===== src/design/wloa_pkg.sv =====
package wloa_pkg;

	localparam int SAMPLE_W    = 16;
	localparam int WIN_SLOTS   = 32;
	localparam int WIN_W       = 5;
	localparam int LIMIT_W     = 6;
	localparam int RUN_W       = 24;
	localparam int LEN_W       = 16;
	localparam int LEVEL_W     = 16;
	localparam int ACC_W       = 46;
	localparam int TOTAL_W     = 21;
	localparam int CFG_IDX_W   = 3;
	localparam int CFG_DATA_W  = 24;

	// window mean square never exceeds 2^30, so the quotient fits 31 bits
	localparam int MEAN_W      = 31;
	localparam int RAD_W       = 32;
	localparam int ROOT_REM_W  = 18;
	localparam int DIV_STEPS   = MEAN_W;
	localparam int ROOT_STEPS  = RAD_W / 2;
	localparam int AVG_STEPS   = TOTAL_W;
	localparam int STEP_W      = 5;

	localparam int QUEUE_DEPTH = 4;
	localparam int QUEUE_PTR_W = 2;
	localparam int QUEUE_CNT_W = 3;

	localparam logic [RUN_W-1:0]   RESET_SAMPLES_PER_RUN = 24'd48000;
	localparam logic [LEN_W-1:0]   RESET_WINDOW_LENGTH   = 16'd1024;
	localparam logic [LIMIT_W-1:0] RESET_WINDOW_LIMIT    = 6'd32;
	localparam logic [LEVEL_W-1:0] RESET_SILENCE_LEVEL   = 16'd328;
	localparam logic [LEVEL_W-1:0] RESET_ONSET_RISE      = 16'd3277;

	typedef enum logic [CFG_IDX_W-1:0] {
		CFG_SAMPLES_PER_RUN = 3'd0,
		CFG_WINDOW_LENGTH   = 3'd1,
		CFG_WINDOW_LIMIT    = 3'd2,
		CFG_SILENCE_LEVEL   = 3'd3,
		CFG_ONSET_RISE      = 3'd4
	} cfg_index_t;

	typedef struct packed {
		logic [RUN_W-1:0]   run_len;
		logic [LEN_W-1:0]   win_len;
		logic [LIMIT_W-1:0] win_limit;
	} front_cfg_t;

	typedef struct packed {
		logic [LEVEL_W-1:0] silence;
		logic [LEVEL_W-1:0] rise;
	} back_cfg_t;

	// one closed window handed from front to back
	typedef struct packed {
		logic [ACC_W-1:0]   acc;
		logic [LEN_W-1:0]   count;
		logic [LEVEL_W-1:0] peak;
		logic [WIN_W-1:0]   win;
		logic               last;
	} job_t;

	typedef enum logic [2:0] {
		ST_IDLE,
		ST_DIV,
		ST_ROOT,
		ST_UPD,
		ST_AVG,
		ST_DONE
	} state_t;

endpackage


===== src/design/wloa_front.sv =====
module wloa_front (
	input  logic                                clk,
	input  logic                                arst_n,
	input  logic                                in_valid,
	output logic                                in_stall,
	input  logic signed [wloa_pkg::SAMPLE_W-1:0] sample,
	input  wloa_pkg::front_cfg_t                cfg,
	input  logic                                queue_near_full,
	output logic                                push,
	output wloa_pkg::job_t                      push_job
);
	import wloa_pkg::*;

	logic [RUN_W-1:0]   run_pos_q;
	logic [LEN_W-1:0]   win_pos_q;
	logic [LIMIT_W-1:0] cur_win_q;
	logic [ACC_W-1:0]   acc_q;
	logic [LEVEL_W-1:0] peak_q;

	logic               valid_s1;
	logic [LEVEL_W-1:0] mag_s1;
	logic               active_s1;
	logic               close_s1;
	logic               clear_s1;
	logic [LEN_W-1:0]   count_s1;
	logic [WIN_W-1:0]   win_s1;
	logic               last_s1;

	logic               accept;
	logic [SAMPLE_W-1:0] sample_u;
	logic [LEVEL_W-1:0] mag;
	logic [RUN_W-1:0]   run_len;
	logic [LEN_W-1:0]   win_len;
	logic [LIMIT_W-1:0] limit;
	logic               run_end;
	logic               active;
	logic [LEN_W-1:0]   pos_next;
	logic               close;
	logic               last;

	logic [2*LEVEL_W-1:0] square;
	logic [ACC_W-1:0]   acc_sum;
	logic [LEVEL_W-1:0] peak_next;

	assign in_stall = queue_near_full;
	assign accept   = in_valid && !in_stall;

	always_comb begin
		sample_u = unsigned'(sample);
		mag      = sample_u[SAMPLE_W-1] ? LEVEL_W'(~sample_u + 1'b1) : LEVEL_W'(sample_u);
		run_len  = (cfg.run_len == '0) ? RUN_W'(1) : cfg.run_len;
		win_len  = (cfg.win_len == '0) ? LEN_W'(1) : cfg.win_len;
		if (cfg.win_limit == '0) begin
			limit = LIMIT_W'(1);
		end else if (cfg.win_limit > LIMIT_W'(WIN_SLOTS)) begin
			limit = LIMIT_W'(WIN_SLOTS);
		end else begin
			limit = cfg.win_limit;
		end
		run_end  = ({1'b0, run_pos_q} + (RUN_W + 1)'(1)) >= {1'b0, run_len};
		active   = cur_win_q < limit;
		pos_next = win_pos_q + LEN_W'(1);
		close    = active && ((pos_next >= win_len) || run_end);
		last     = run_end || (({1'b0, cur_win_q} + (LIMIT_W + 1)'(1)) >= {1'b0, limit});
	end

	// run and window counters advance at acceptance
	always_ff @(posedge clk or negedge arst_n) begin
		if (!arst_n) begin
			run_pos_q <= '0;
			win_pos_q <= '0;
			cur_win_q <= '0;
		end else if (accept) begin
			if (run_end) begin
				run_pos_q <= '0;
				win_pos_q <= '0;
				cur_win_q <= '0;
			end else begin
				run_pos_q <= run_pos_q + RUN_W'(1);
				if (active) begin
					if (close) begin
						win_pos_q <= '0;
						cur_win_q <= cur_win_q + LIMIT_W'(1);
					end else begin
						win_pos_q <= pos_next;
					end
				end
			end
		end
	end

	always_ff @(posedge clk or negedge arst_n) begin
		if (!arst_n) begin
			valid_s1 <= 1'b0;
		end else begin
			valid_s1 <= accept;
		end
	end

	always_ff @(posedge clk) begin
		if (accept) begin
			mag_s1    <= mag;
			active_s1 <= active;
			close_s1  <= close;
			clear_s1  <= run_end;
			count_s1  <= pos_next;
			win_s1    <= cur_win_q[WIN_W-1:0];
			last_s1   <= last;
		end
	end

	always_comb begin
		square    = mag_s1 * mag_s1;
		acc_sum   = acc_q + ACC_W'(square);
		peak_next = (mag_s1 > peak_q) ? mag_s1 : peak_q;
	end

	// second stage: square and accumulate, hand closed windows to the queue
	always_ff @(posedge clk or negedge arst_n) begin
		if (!arst_n) begin
			acc_q  <= '0;
			peak_q <= '0;
		end else if (valid_s1) begin
			if (close_s1 || clear_s1) begin
				acc_q  <= '0;
				peak_q <= '0;
			end else if (active_s1) begin
				acc_q  <= acc_sum;
				peak_q <= peak_next;
			end
		end
	end

	assign push           = valid_s1 && close_s1;
	assign push_job.acc   = acc_sum;
	assign push_job.count = count_s1;
	assign push_job.peak  = peak_next;
	assign push_job.win   = win_s1;
	assign push_job.last  = last_s1;

endmodule


===== src/design/wloa_fifo.sv =====
module wloa_fifo (
	input  logic           clk,
	input  logic           arst_n,
	input  logic           push,
	input  wloa_pkg::job_t push_job,
	output logic           near_full,
	input  logic           pop,
	output logic           avail,
	output wloa_pkg::job_t pop_job
);
	import wloa_pkg::*;

	job_t                   entry_q [QUEUE_DEPTH];
	logic [QUEUE_PTR_W-1:0] wr_ptr_q;
	logic [QUEUE_PTR_W-1:0] rd_ptr_q;
	logic [QUEUE_CNT_W-1:0] count_q;

	// leave one slot for the window still in the front's second stage
	assign near_full = count_q >= QUEUE_CNT_W'(QUEUE_DEPTH - 1);
	assign avail     = count_q != '0;
	assign pop_job   = entry_q[rd_ptr_q];

	always_ff @(posedge clk) begin
		if (push) begin
			entry_q[wr_ptr_q] <= push_job;
		end
	end

	always_ff @(posedge clk or negedge arst_n) begin
		if (!arst_n) begin
			wr_ptr_q <= '0;
			rd_ptr_q <= '0;
			count_q  <= '0;
		end else begin
			if (push) begin
				wr_ptr_q <= wr_ptr_q + QUEUE_PTR_W'(1);
			end
			if (pop) begin
				rd_ptr_q <= rd_ptr_q + QUEUE_PTR_W'(1);
			end
			if (push && !pop) begin
				count_q <= count_q + QUEUE_CNT_W'(1);
			end else if (pop && !push) begin
				count_q <= count_q - QUEUE_CNT_W'(1);
			end
		end
	end

endmodule


===== src/design/wloa_back.sv =====
module wloa_back (
	input  logic                               clk,
	input  logic                               arst_n,
	input  wloa_pkg::back_cfg_t                cfg,
	input  logic                               avail,
	input  wloa_pkg::job_t                     job,
	output logic                               pop,
	output logic                               out_valid,
	input  logic                               out_stall,
	output logic [wloa_pkg::WIN_W-1:0]         window_number,
	output logic [wloa_pkg::LEVEL_W-1:0]       window_rms,
	output logic [wloa_pkg::LEVEL_W-1:0]       window_peak,
	output logic                               silent_flag,
	output logic                               onset_flag,
	output logic [wloa_pkg::WIN_SLOTS-1:0]     silent_bits,
	output logic [wloa_pkg::WIN_SLOTS-1:0]     onset_bits,
	output logic [wloa_pkg::LEVEL_W-1:0]       average_rms,
	output logic [wloa_pkg::LEVEL_W-1:0]       average_peak,
	output logic [wloa_pkg::LEVEL_W-1:0]       highest_rms,
	output logic [wloa_pkg::LEVEL_W-1:0]       highest_peak,
	output logic                               final_window
);
	import wloa_pkg::*;

	state_t state_q;
	state_t state_next;

	logic [STEP_W-1:0]     step_q;
	logic [LEN_W-1:0]      den_q;
	logic [LEN_W-1:0]      rem_q;
	logic [MEAN_W-1:0]     quo_q;
	logic [RAD_W-1:0]      rad_q;
	logic [ROOT_REM_W-1:0] srem_q;
	logic [LEVEL_W-1:0]    root_q;
	logic [WIN_W-1:0]      win_q;
	logic                  last_q;
	logic [LEVEL_W-1:0]    peak_q;

	logic [LEVEL_W-1:0]     prev_rms_q;
	logic [WIN_SLOTS-1:0]   silent_mask_q;
	logic [WIN_SLOTS-1:0]   onset_hist_q;
	logic [TOTAL_W-1:0]     rms_total_q;
	logic [TOTAL_W-1:0]     peak_total_q;
	logic [LEVEL_W-1:0]     rms_max_q;
	logic [LEVEL_W-1:0]     peak_max_q;
	logic                   silent_q;
	logic                   onset_q;

	logic [LIMIT_W-1:0]  dv_q;
	logic [LIMIT_W-1:0]  ar_rem_q;
	logic [TOTAL_W-1:0]  ar_quo_q;
	logic [LIMIT_W-1:0]  ap_rem_q;
	logic [TOTAL_W-1:0]  ap_quo_q;

	logic                   out_valid_q;
	logic [WIN_W-1:0]       window_number_q;
	logic [LEVEL_W-1:0]     window_rms_q;
	logic [LEVEL_W-1:0]     window_peak_q;
	logic                   silent_flag_q;
	logic                   onset_flag_q;
	logic [WIN_SLOTS-1:0]   silent_bits_q;
	logic [WIN_SLOTS-1:0]   onset_bits_q;
	logic [LEVEL_W-1:0]     average_rms_q;
	logic [LEVEL_W-1:0]     average_peak_q;
	logic [LEVEL_W-1:0]     highest_rms_q;
	logic [LEVEL_W-1:0]     highest_peak_q;
	logic                   final_window_q;

	logic out_free;
	logic load_out;
	logic step_zero;

	logic [LEN_W:0]        div_sh;
	logic                  div_ge;
	logic [LEN_W-1:0]      div_rem;
	logic [MEAN_W-1:0]     quo_next;

	logic [ROOT_REM_W+1:0] rt_sh;
	logic [ROOT_REM_W+1:0] rt_trial;
	logic                  rt_ge;
	logic [ROOT_REM_W-1:0] rt_rem;
	logic [LEVEL_W-1:0]    root_next;

	logic                   first;
	logic                   silent;
	logic                   onset;
	logic [LEVEL_W:0]       rise_sum;
	logic [WIN_SLOTS-1:0]   win_bit;
	logic [TOTAL_W-1:0]     rms_total_next;
	logic [TOTAL_W-1:0]     peak_total_next;

	logic [LIMIT_W:0]   ar_sh;
	logic               ar_ge;
	logic [LIMIT_W-1:0] ar_rem;
	logic [LIMIT_W:0]   ap_sh;
	logic               ap_ge;
	logic [LIMIT_W-1:0] ap_rem;

	assign out_free  = !out_valid_q || !out_stall;
	assign step_zero = step_q == '0;

	always_comb begin
		state_next = state_q;
		case (state_q)
			ST_IDLE: if (avail) state_next = ST_DIV;
			ST_DIV:  if (step_zero) state_next = ST_ROOT;
			ST_ROOT: if (step_zero) state_next = ST_UPD;
			ST_UPD:  state_next = ST_AVG;
			ST_AVG:  if (step_zero) state_next = ST_DONE;
			ST_DONE: if (out_free) state_next = ST_IDLE;
			default: state_next = ST_IDLE;
		endcase
	end

	always_comb begin
		pop      = 1'b0;
		load_out = 1'b0;
		case (state_q)
			ST_IDLE: pop = avail;
			ST_DONE: load_out = out_free;
			default: begin
				pop      = 1'b0;
				load_out = 1'b0;
			end
		endcase
	end

	always_ff @(posedge clk or negedge arst_n) begin
		if (!arst_n) begin
			state_q <= ST_IDLE;
		end else begin
			state_q <= state_next;
		end
	end

	// mean square: restoring division, one quotient bit per cycle
	always_comb begin
		div_sh   = {rem_q, quo_q[MEAN_W-1]};
		div_ge   = div_sh >= {1'b0, den_q};
		div_rem  = div_ge ? LEN_W'(div_sh - {1'b0, den_q}) : div_sh[LEN_W-1:0];
		quo_next = {quo_q[MEAN_W-2:0], div_ge};
	end

	// square root: one result bit per cycle
	always_comb begin
		rt_sh     = {srem_q, rad_q[RAD_W-1:RAD_W-2]};
		rt_trial  = {2'b00, root_q, 2'b01};
		rt_ge     = rt_sh >= rt_trial;
		rt_rem    = rt_ge ? ROOT_REM_W'(rt_sh - rt_trial) : rt_sh[ROOT_REM_W-1:0];
		root_next = {root_q[LEVEL_W-2:0], rt_ge};
	end

	// window zero opens a run: drop what the previous run left behind
	always_comb begin
		first           = win_q == '0;
		silent          = root_q <= cfg.silence;
		rise_sum        = {1'b0, (first ? LEVEL_W'(0) : prev_rms_q)} + {1'b0, cfg.rise};
		onset           = !silent && ({1'b0, root_q} >= rise_sum);
		win_bit         = WIN_SLOTS'(1) << win_q;
		rms_total_next  = (first ? '0 : rms_total_q) + TOTAL_W'(root_q);
		peak_total_next = (first ? '0 : peak_total_q) + TOTAL_W'(peak_q);
	end

	// running means: two restoring dividers sharing one step count
	always_comb begin
		ar_sh  = {ar_rem_q, ar_quo_q[TOTAL_W-1]};
		ar_ge  = ar_sh >= {1'b0, dv_q};
		ar_rem = ar_ge ? LIMIT_W'(ar_sh - {1'b0, dv_q}) : ar_sh[LIMIT_W-1:0];
		ap_sh  = {ap_rem_q, ap_quo_q[TOTAL_W-1]};
		ap_ge  = ap_sh >= {1'b0, dv_q};
		ap_rem = ap_ge ? LIMIT_W'(ap_sh - {1'b0, dv_q}) : ap_sh[LIMIT_W-1:0];
	end

	always_ff @(posedge clk) begin
		case (state_q)
			ST_IDLE: begin
				if (avail) begin
					den_q  <= job.count;
					rem_q  <= LEN_W'(job.acc[ACC_W-1:MEAN_W]);
					quo_q  <= job.acc[MEAN_W-1:0];
					win_q  <= job.win;
					last_q <= job.last;
					peak_q <= job.peak;
					step_q <= STEP_W'(DIV_STEPS - 1);
				end
			end
			ST_DIV: begin
				rem_q <= div_rem;
				quo_q <= quo_next;
				if (step_zero) begin
					rad_q  <= {1'b0, quo_next};
					srem_q <= '0;
					root_q <= '0;
					step_q <= STEP_W'(ROOT_STEPS - 1);
				end else begin
					step_q <= step_q - STEP_W'(1);
				end
			end
			ST_ROOT: begin
				srem_q <= rt_rem;
				root_q <= root_next;
				rad_q  <= {rad_q[RAD_W-3:0], 2'b00};
				step_q <= step_q - STEP_W'(1);
			end
			ST_UPD: begin
				silent_q      <= silent;
				onset_q       <= onset;
				prev_rms_q    <= root_q;
				silent_mask_q <= (first ? '0 : silent_mask_q) | (silent ? win_bit : '0);
				onset_hist_q  <= (first ? '0 : onset_hist_q) | (onset ? win_bit : '0);
				rms_total_q   <= rms_total_next;
				peak_total_q  <= peak_total_next;
				rms_max_q     <= (!first && rms_max_q > root_q) ? rms_max_q : root_q;
				peak_max_q    <= (!first && peak_max_q > peak_q) ? peak_max_q : peak_q;
				dv_q          <= {1'b0, win_q} + LIMIT_W'(1);
				ar_rem_q      <= '0;
				ar_quo_q      <= rms_total_next;
				ap_rem_q      <= '0;
				ap_quo_q      <= peak_total_next;
				step_q        <= STEP_W'(AVG_STEPS - 1);
			end
			ST_AVG: begin
				ar_rem_q <= ar_rem;
				ar_quo_q <= {ar_quo_q[TOTAL_W-2:0], ar_ge};
				ap_rem_q <= ap_rem;
				ap_quo_q <= {ap_quo_q[TOTAL_W-2:0], ap_ge};
				step_q   <= step_q - STEP_W'(1);
			end
			default: begin
				step_q <= step_q;
			end
		endcase
	end

	always_ff @(posedge clk or negedge arst_n) begin
		if (!arst_n) begin
			out_valid_q <= 1'b0;
		end else if (load_out) begin
			out_valid_q <= 1'b1;
		end else if (!out_stall) begin
			out_valid_q <= 1'b0;
		end
	end

	always_ff @(posedge clk) begin
		if (load_out) begin
			window_number_q <= win_q;
			window_rms_q    <= prev_rms_q;
			window_peak_q   <= peak_q;
			silent_flag_q   <= silent_q;
			onset_flag_q    <= onset_q;
			silent_bits_q   <= silent_mask_q;
			onset_bits_q    <= onset_hist_q;
			average_rms_q   <= ar_quo_q[LEVEL_W-1:0];
			average_peak_q  <= ap_quo_q[LEVEL_W-1:0];
			highest_rms_q   <= rms_max_q;
			highest_peak_q  <= peak_max_q;
			final_window_q  <= last_q;
		end
	end

	assign out_valid     = out_valid_q;
	assign window_number = window_number_q;
	assign window_rms    = window_rms_q;
	assign window_peak   = window_peak_q;
	assign silent_flag   = silent_flag_q;
	assign onset_flag    = onset_flag_q;
	assign silent_bits   = silent_bits_q;
	assign onset_bits    = onset_bits_q;
	assign average_rms   = average_rms_q;
	assign average_peak  = average_peak_q;
	assign highest_rms   = highest_rms_q;
	assign highest_peak  = highest_peak_q;
	assign final_window  = final_window_q;

endmodule


===== src/design/window_level_onset_analyzer_top.sv =====
// Channel  Handshake            Payload
// in       in_valid / in_stall  sample
// out      out_valid/ out_stall window_number .. final_window (12 fields)
// cfg      cfg_valid/ cfg_ready cfg_index, cfg_data
//
// Samples are taken one per cycle unless in_stall; a closing window is queued the cycle after.
// Each closed window passes through the back end's mean-square divider, then the square root,
// then the running-mean dividers, with idle, update and done control states around them.
// The four-entry window queue absorbs bursts; in_stall rises when it has one free slot left.
// Reset clears counters, queue and handshake state; config registers return to defaults.
// out_stall holds the output register; the back end keeps one finished window waiting.
module window_level_onset_analyzer_top (
	input  logic                                 clk,
	input  logic                                 arst_n,
	input  logic                                 in_valid,
	output logic                                 in_stall,
	input  logic signed [wloa_pkg::SAMPLE_W-1:0] sample,
	output logic                                 out_valid,
	input  logic                                 out_stall,
	output logic [wloa_pkg::WIN_W-1:0]           window_number,
	output logic [wloa_pkg::LEVEL_W-1:0]         window_rms,
	output logic [wloa_pkg::LEVEL_W-1:0]         window_peak,
	output logic                                 silent_flag,
	output logic                                 onset_flag,
	output logic [wloa_pkg::WIN_SLOTS-1:0]       silent_bits,
	output logic [wloa_pkg::WIN_SLOTS-1:0]       onset_bits,
	output logic [wloa_pkg::LEVEL_W-1:0]         average_rms,
	output logic [wloa_pkg::LEVEL_W-1:0]         average_peak,
	output logic [wloa_pkg::LEVEL_W-1:0]         highest_rms,
	output logic [wloa_pkg::LEVEL_W-1:0]         highest_peak,
	output logic                                 final_window,
	input  logic                                 cfg_valid,
	output logic                                 cfg_ready,
	input  logic [wloa_pkg::CFG_IDX_W-1:0]       cfg_index,
	input  logic [wloa_pkg::CFG_DATA_W-1:0]      cfg_data
);
	import wloa_pkg::*;

	logic [RUN_W-1:0]   samples_per_run_q;
	logic [LEN_W-1:0]   window_length_q;
	logic [LIMIT_W-1:0] window_limit_q;
	logic [LEVEL_W-1:0] silence_level_q;
	logic [LEVEL_W-1:0] onset_rise_q;

	front_cfg_t front_cfg;
	back_cfg_t  back_cfg;

	logic near_full;
	logic push;
	job_t push_job;
	logic pop;
	logic avail;
	job_t pop_job;

	assign cfg_ready = 1'b1;

	always_ff @(posedge clk or negedge arst_n) begin
		if (!arst_n) begin
			samples_per_run_q <= RESET_SAMPLES_PER_RUN;
			window_length_q   <= RESET_WINDOW_LENGTH;
			window_limit_q    <= RESET_WINDOW_LIMIT;
			silence_level_q   <= RESET_SILENCE_LEVEL;
			onset_rise_q      <= RESET_ONSET_RISE;
		end else if (cfg_valid && cfg_ready) begin
			case (cfg_index)
				CFG_SAMPLES_PER_RUN: samples_per_run_q <= cfg_data[RUN_W-1:0];
				CFG_WINDOW_LENGTH:   window_length_q   <= cfg_data[LEN_W-1:0];
				CFG_WINDOW_LIMIT:    window_limit_q    <= cfg_data[LIMIT_W-1:0];
				CFG_SILENCE_LEVEL:   silence_level_q   <= cfg_data[LEVEL_W-1:0];
				CFG_ONSET_RISE:      onset_rise_q      <= cfg_data[LEVEL_W-1:0];
				default:             onset_rise_q      <= onset_rise_q;
			endcase
		end
	end

	assign front_cfg.run_len   = samples_per_run_q;
	assign front_cfg.win_len   = window_length_q;
	assign front_cfg.win_limit = window_limit_q;
	assign back_cfg.silence    = silence_level_q;
	assign back_cfg.rise       = onset_rise_q;

	wloa_front u_front (
		.clk             (clk),
		.arst_n          (arst_n),
		.in_valid        (in_valid),
		.in_stall        (in_stall),
		.sample          (sample),
		.cfg             (front_cfg),
		.queue_near_full (near_full),
		.push            (push),
		.push_job        (push_job)
	);

	wloa_fifo u_fifo (
		.clk       (clk),
		.arst_n    (arst_n),
		.push      (push),
		.push_job  (push_job),
		.near_full (near_full),
		.pop       (pop),
		.avail     (avail),
		.pop_job   (pop_job)
	);

	wloa_back u_back (
		.clk           (clk),
		.arst_n        (arst_n),
		.cfg           (back_cfg),
		.avail         (avail),
		.job           (pop_job),
		.pop           (pop),
		.out_valid     (out_valid),
		.out_stall     (out_stall),
		.window_number (window_number),
		.window_rms    (window_rms),
		.window_peak   (window_peak),
		.silent_flag   (silent_flag),
		.onset_flag    (onset_flag),
		.silent_bits   (silent_bits),
		.onset_bits    (onset_bits),
		.average_rms   (average_rms),
		.average_peak  (average_peak),
		.highest_rms   (highest_rms),
		.highest_peak  (highest_peak),
		.final_window  (final_window)
	);

endmodule

===== config.mk =====
export PLATFORM = sky130hd
export DESIGN_NAME = window_level_onset_analyzer_top
export DESIGN_NICKNAME = d
export VERILOG_FILES = /design/src/design/wloa_pkg.sv /design/src/design/wloa_front.sv /design/src/design/wloa_fifo.sv /design/src/design/wloa_back.sv /design/src/design/window_level_onset_analyzer_top.sv
export SDC_FILE = /design/constraint.sdc
export NUM_CORES = 2
export LEC_CHECK = 0
export BUFFER_PORTS_ARGS = -buffer_cell sky130_fd_sc_hd__buf_2
export CORE_MARGIN = 3
export CORE_UTILIZATION = 35
export DETAILED_ROUTE_END_ITERATION = 16
export PLACE_DENSITY_LB_ADDON = 0.05
export SETUP_SLACK_MARGIN = 0.2
export SYNTH_ARGS = -nofsm -noshare
export SYNTH_HDL_FRONTEND = slang
export SYNTH_SLANG_ARGS = --single-unit
export TNS_END_PERCENT = 30

===== constraint.sdc =====
create_clock -name clk -period 15.5 [get_ports clk]
set_input_delay 0.775 -clock clk [delete_from_list [all_inputs] [get_ports clk]]
set_output_delay 0.775 -clock clk [all_outputs]
set_load 0.05 [all_outputs]

======== Word level (Yosys, flattened, before mapping) ========
Memories as Yosys holds them, arrays and structs flattened.
Cells that the tools add are included.
operators by class
  add/subtract/negate cells ............... 20
  multipliers ............................. 1
  $lt $le $gt $ge ......................... 15
  equality and inequality tests ........... 15
  shifts and indexed selects .............. 1
  muxes and demuxes ....................... 59
  bitwise gates (word level) .............. 5
  reduce and logical (&&, ||, !) cells .... 51
operators by type and width
  kind                   number
  $mux 16                11
  $mux 32                5
  $mux 46                2
  $pmux 21 s2            2
  $or 32x32->32          2
  $pmux 16 s2            2
  $pmux 32 s2            1
  $pmux 31 s2            1
  $gt 16x16->1           3
  $mux 24                2
  $add 46x32->46         1
  $add 21x16->21         2
  $mux 21                2
  $mux 6                 7
  $mux 18                2
  $pmux 18 s2            1
  $add 16x1->16 const B  2
  $mul 16x16->32         1
  $shl 1x5->32 const A   1
  $mux 31                1
  $reduce_and 2->1       13
  $add 24x1->25 const B  1
  $ge 25x24->1           1
  $add 24x1->24 const B  1
  other kinds (47)       100
word-level totals
  bits in registers ....................... 779
  RAM bits ................................ 336
  input port bits ......................... 48
  output and inout port bits .............. 171
  word-level logic and storage cells ...... 228
  memories kept ........................... 1
memories
  name            depth  bits a word  read ports  clocked after Yosys merged registers in  write ports  line             text
  u_fifo.entry_q  4      84           1           0                                        1            wloa_fifo.sv:13  job_t entry_q [QUEUE_DEPTH];

======== Longest topological paths before layout ========
  word-level depth ........................ 8
  gate-level depth with buffers ........... 28
  mapped depth without buffers ............ 24

======== Hierarchy ========
A second synthesis with hierarchy kept.
unflattened totals
  cell total of the unflattened synthesis .. 4720
  area total of the unflattened synthesis .. 59568.4 um^2
modules (own cells, without submodules)
  module                           instances  cells each  area each (um^2)  sequential area each (um^2)
  wloa_back                        1          2159        26359.0           16315.6
  wloa_front                       1          1917        17654.4           3958.8
  wloa_fifo                        1          473         12555.8           10264.8
  window_level_onset_analyzer_top  1          171         2999.1            1975.6

======== Worst setup path after synthesis ========
OpenSTA, ideal clock, no wires.
  path type ............................... flip-flop to flip-flop
  from .................................... register u_back.state_q[2]
  to ...................................... register u_back.average_peak_q[0], in the netlist u_back.average_peak[0] (enable)
  data arrival time ....................... 13.113 ns
  required time ........................... 14.564 ns
  slack ................................... 1.451 ns
  cell stages (with the launch flop) ...... 5
  buffers on the path ..................... 2
  path through ............................ dfrtp_1 -> clkbuf_1 -> clkbuf_1 -> nand2_1 -> nor3b_1
on the way
  word-level cells in the longest chain between the ends .. 2
RTL lines
  element                    line              text
  start, declared            wloa_back.sv:25   state_t state_q;
  start signal, assigned     wloa_back.sv:132  state_q <= state_next;
  $eq 3x3->1                 wloa_back.sv:118  case (state_q)
  $mux 1                     wloa_back.sv:118
  named net u_back.load_out  wloa_back.sv:70   logic load_out;
  end signal, assigned       wloa_back.sv:255  average_peak_q <= ap_quo_q[LEVEL_W-1:0];
  end, declared              wloa_back.sv:64   logic [LEVEL_W-1:0] average_peak_q;
The timed path passes the listed nets, and every way through them passes these cells.
A chain may end at the register's enable or synchronous reset.

==> flow_metrics.tcl <==
set metrics [dict create \
    status "finished, final reports clean" \
    nFillCells 15700 \
    layout_min_cycle_time_ns 7.61 \
    synth-edff-count 917 \
    grtUsageMet3_pct 2.53 \
    cap_violations 0 \
    layout_common_cells "917 x edfxtp_1, 537 x inv_1, 501 x nand2_1" \
    synth_top_area_cell "edfxtp_1" \
    cts.sinks 1115 \
    use_met2_pct 27.7 \
    drc_errors 0 \
    min_to "samples_per_run_q[16]$_DFFE_PN0P_" \
    relSlewSlack_pct 16.7 \
    seqCellArea_sq_mm 0.0325 \
    dieWidth_microns 416 \
    cp_max_fo 14 \
    grt_max_degree 168 \
    worst_r2r_endpoint "u_fifo.entry_q[3][80]$_DFFE_PP_" \
    ys_types 93 \
    die-area_sq_mm 0.173 \
    max_stage_delay_ns 0.72 \
    wl_per_cell_microns 20.5 \
    vias_per_cell 4.94 \
    fmax_mhz 131 \
    ys_async_sr_fraction_pct 17.8 \
    fin_ws_ns 7.89 \
    rsz0062_at_grt "no" \
    die_h_microns 416 \
    antenna_left 0 \
    final_common_cell "edfxtp_1" \
    cts_buffer_depth 3 \
    num_rows 149 \
    cpMaxStageDelayCell "edfxtp_1" \
    grt_pass1_wl_mm 228 \
    synth-main-ff-cell "edfxtp_1" \
    io_pins 219 \
    vias 35300 \
    place_ws_ns 7.87 \
    syn_avg_cell_area_sq_um 12.7 \
    dpl_cell_area_sq_mm 0.0622 \
    use_met1_pct 24.4 \
    synthTopCellsByArea "edfxtp_1 47%, dfrtp_1 7.6%, ha_1 7.5%, fa_1 6.9%, inv_1 3.5%" \
    gp_congestion 0.783 \
    grtUsageTotal_pct 17.1 \
    dr.first_iter.drc_count 1963 \
    initial_utilization_pct 35.4 \
    synth_cells 4634 \
    cp_common_cell "inv_1" \
    stdcell_count 7151 \
    syn_area_sq_mm 0.0587 \
    cts_tree "yes" \
    worst_path_dominant_cell_family "adder cells" \
    clk_pin_slew_ns 0.06 \
    finClkSkew_ns 0.0231 \
    cts-root-buf "clkbuf_16" \
    finalMaxSlewViolations 0 \
    cp.required_ns 16.02 \
    fin_setup_tns_ns 0 \
    worst_pin_slew_ns 1.25 \
    syn2layout_area_growth_pct 13.2 \
    r2r-start "u_front.mag_s1[12]$_DFFE_PP_" \
    post_cts_buffers 0 \
    synth_nets 5237 \
    drive_gt1_share_pct 14.1 \
    io_buffers 217 \
    cp-startpoint "u_front.mag_s1[12]$_DFFE_PP_" \
    yosysWarningCount 0 \
    min_path_cells 3 \
    ys_seq_area_share_pct 55.4 \
    ys_ff_latch 1115 \
    insertion_delay_ns 0.75 \
    path_class "reg2reg" \
    cp.arrival_ns 8.13 \
    multi_input_area_sq_mm 0.0234 \
    rrSetupSlack_ns 7.89 \
    grt-ovfl-total 0 \
    cts_max_level 4 \
    cts_inserted_buffers 131 \
    rr_worst_depth 24 \
    critPathBufInv 7 \
    antenna_found_initial 10 \
    hp-class "in2reg" \
    finalNetCount 5459 \
    routed_wirelength_mm 146 \
    end_kind "flop" \
    setup-violations-final 0 \
    start_kind "flop" \
    diodes 0 \
    synth_top_area_share_pct 46.9 \
    dp_hpwl_mm 102 \
    place_inst 6911 \
    grt_pass1_vias 37000 \
    hold_viol 0 \
    min-delay-start "cfg_data[16]" \
    post-route-period-util_pct 49.1 \
    busiest_layer "met2" \
    final_cell_area_sq_mm 0.0664 \
    first_pass_iters 7 \
    crit_chain "inv_1, nor2_1, inv_1, fa_1, inv_1, fa_1, inv_1, fa_1, inv_1, fa_1, fa_1, inv_1, fa_1, inv_1, ha_1, a41oi_2, o221ai_2, a221o_1, a311o_1, a211oi_2, o31ai_1, a21o_1, nand3_1, xnor2_1" \
    core_area_sq_mm 0.166 \
]
metal layers:
metal / share of wire [%] / vias up
met3: 3.4 / 175
li1: - / 16900
met2: 47 / 556
met4: 2.0 / 0
met1: 48 / 17700
met5: 0 / -
kinds of logic (layout without fill, tap and decap cells):
logic type	count (synthesis)	in the layout	share of synthesized area, %
AOI/OAI and AO/OA	770	770	8.46
xor gates and xnor gates	197	197	2.94
adders and majority gates	555	555	14.4
buffers and inverters	715	1043	4.83
DFF	1115	1115	55.4
muxes	192	192	5.26
other	1	1	0.00639
and+or+nand+nor	1089	1089	8.71
flip-flops by register name (all words and copies together) (netlist names), 18 cells and up:
register	count
u_fifo.entry_q	336
u_front.acc_q	46
u_back.onset_bits	32
u_back.onset_hist_q	32
u_back.rad_q	32
u_back.silent_bits	32
u_back.silent_mask_q	32
u_back.quo_q	31
samples_per_run_q	24
u_front.run_pos_q	24
u_back.ap_quo_q	21
u_back.ar_quo_q	21
u_back.peak_total_q	21
u_back.rms_total_q	21
u_back.srem_q	18
cell type report:
type | instances | area share (%)
Clock inverter | 66 | 0.957
Multi-Input combinational cell | 2804 | 35.3
Tap cell | 2189 | 4.12
Clock buffer | 173 | 5.42
Sequential cell | 1115 | 49.0
Inverter | 541 | 3.06
Timing Repair Buffer | 263 | 2.19
what timing repair did:
| item | CTS | global route |
|---|---|---|
| hold endpoints to repair | 33 | 0 |
| hold buffers | 1 | 0 |
| gates resized for setup | 0 | 0 |
worst max-delay path by stage:
stage / slack (ns) / end / depth (start not counted)
final: 7.89 / u_fifo.entry_q[3][80]$_DFFE_PP_ / 24
after global routing: 7.51 / u_fifo.entry_q[1][80]$_DFFE_PP_ / 24
after CTS: 7.85 / u_fifo.entry_q[3][80]$_DFFE_PP_ / 24
after detailed placement: 7.87 / u_front.acc_q[38]$_DFFE_PN0P_ / 24
after global placement: 7.99 / u_front.acc_q[38]$_DFFE_PN0P_ / 23
after floorplan: 1.45 / u_back.average_peak[0]$_DFFE_PP_ / 4
stage by stage:
step,hold slack [ns],util [%]
6_report,0.237,40.1
5_1_grt,0.203,40.1
3_5_place_dp,0.405,37.5
4_1_cts,0.165,40.1
2_1_floorplan,0.400,-
3_3_place_gp,0.412,37.5
worst register-to-register path: cells and delay by family, from the launching register on:
family | cells | cell delay, ns
fa+ha+maj | 7 | 3.48
compound gates | 7 | 1.88
buf+inv | 7 | 0.67
flops | 1 | 0.72
simple gates | 2 | 0.43
xor+xnor | 1 | 0.21
Yosys cell counts (13+ instances only):
cell type and instances:
a211oi_1 13, a21o_1 82, a21oi_1 177, a22o_1 65, a31oi_1 22, and2_1 104, and3_1 30, buf_1 15
clkbuf_1 132, dfrtp_1 179, dfstp_2 19, edfxtp_1 917, fa_1 201, ha_1 354, inv_1 540, mux2_2 91
mux2i_1 17, mux4_2 84, nand2_1 506, nand2b_1 30, nand3_1 80, nand4_1 36, nor2_1 157, nor2b_1 43
nor3_1 30, nor4_1 14, o21a_1 29, o21ai_0 240, o31ai_1 29, or3_1 15, xnor2_1 132, xor2_1 65
Power is not shown: default switching activity piles up to over one toggle a cycle in this logic, so the estimate is an artifact.
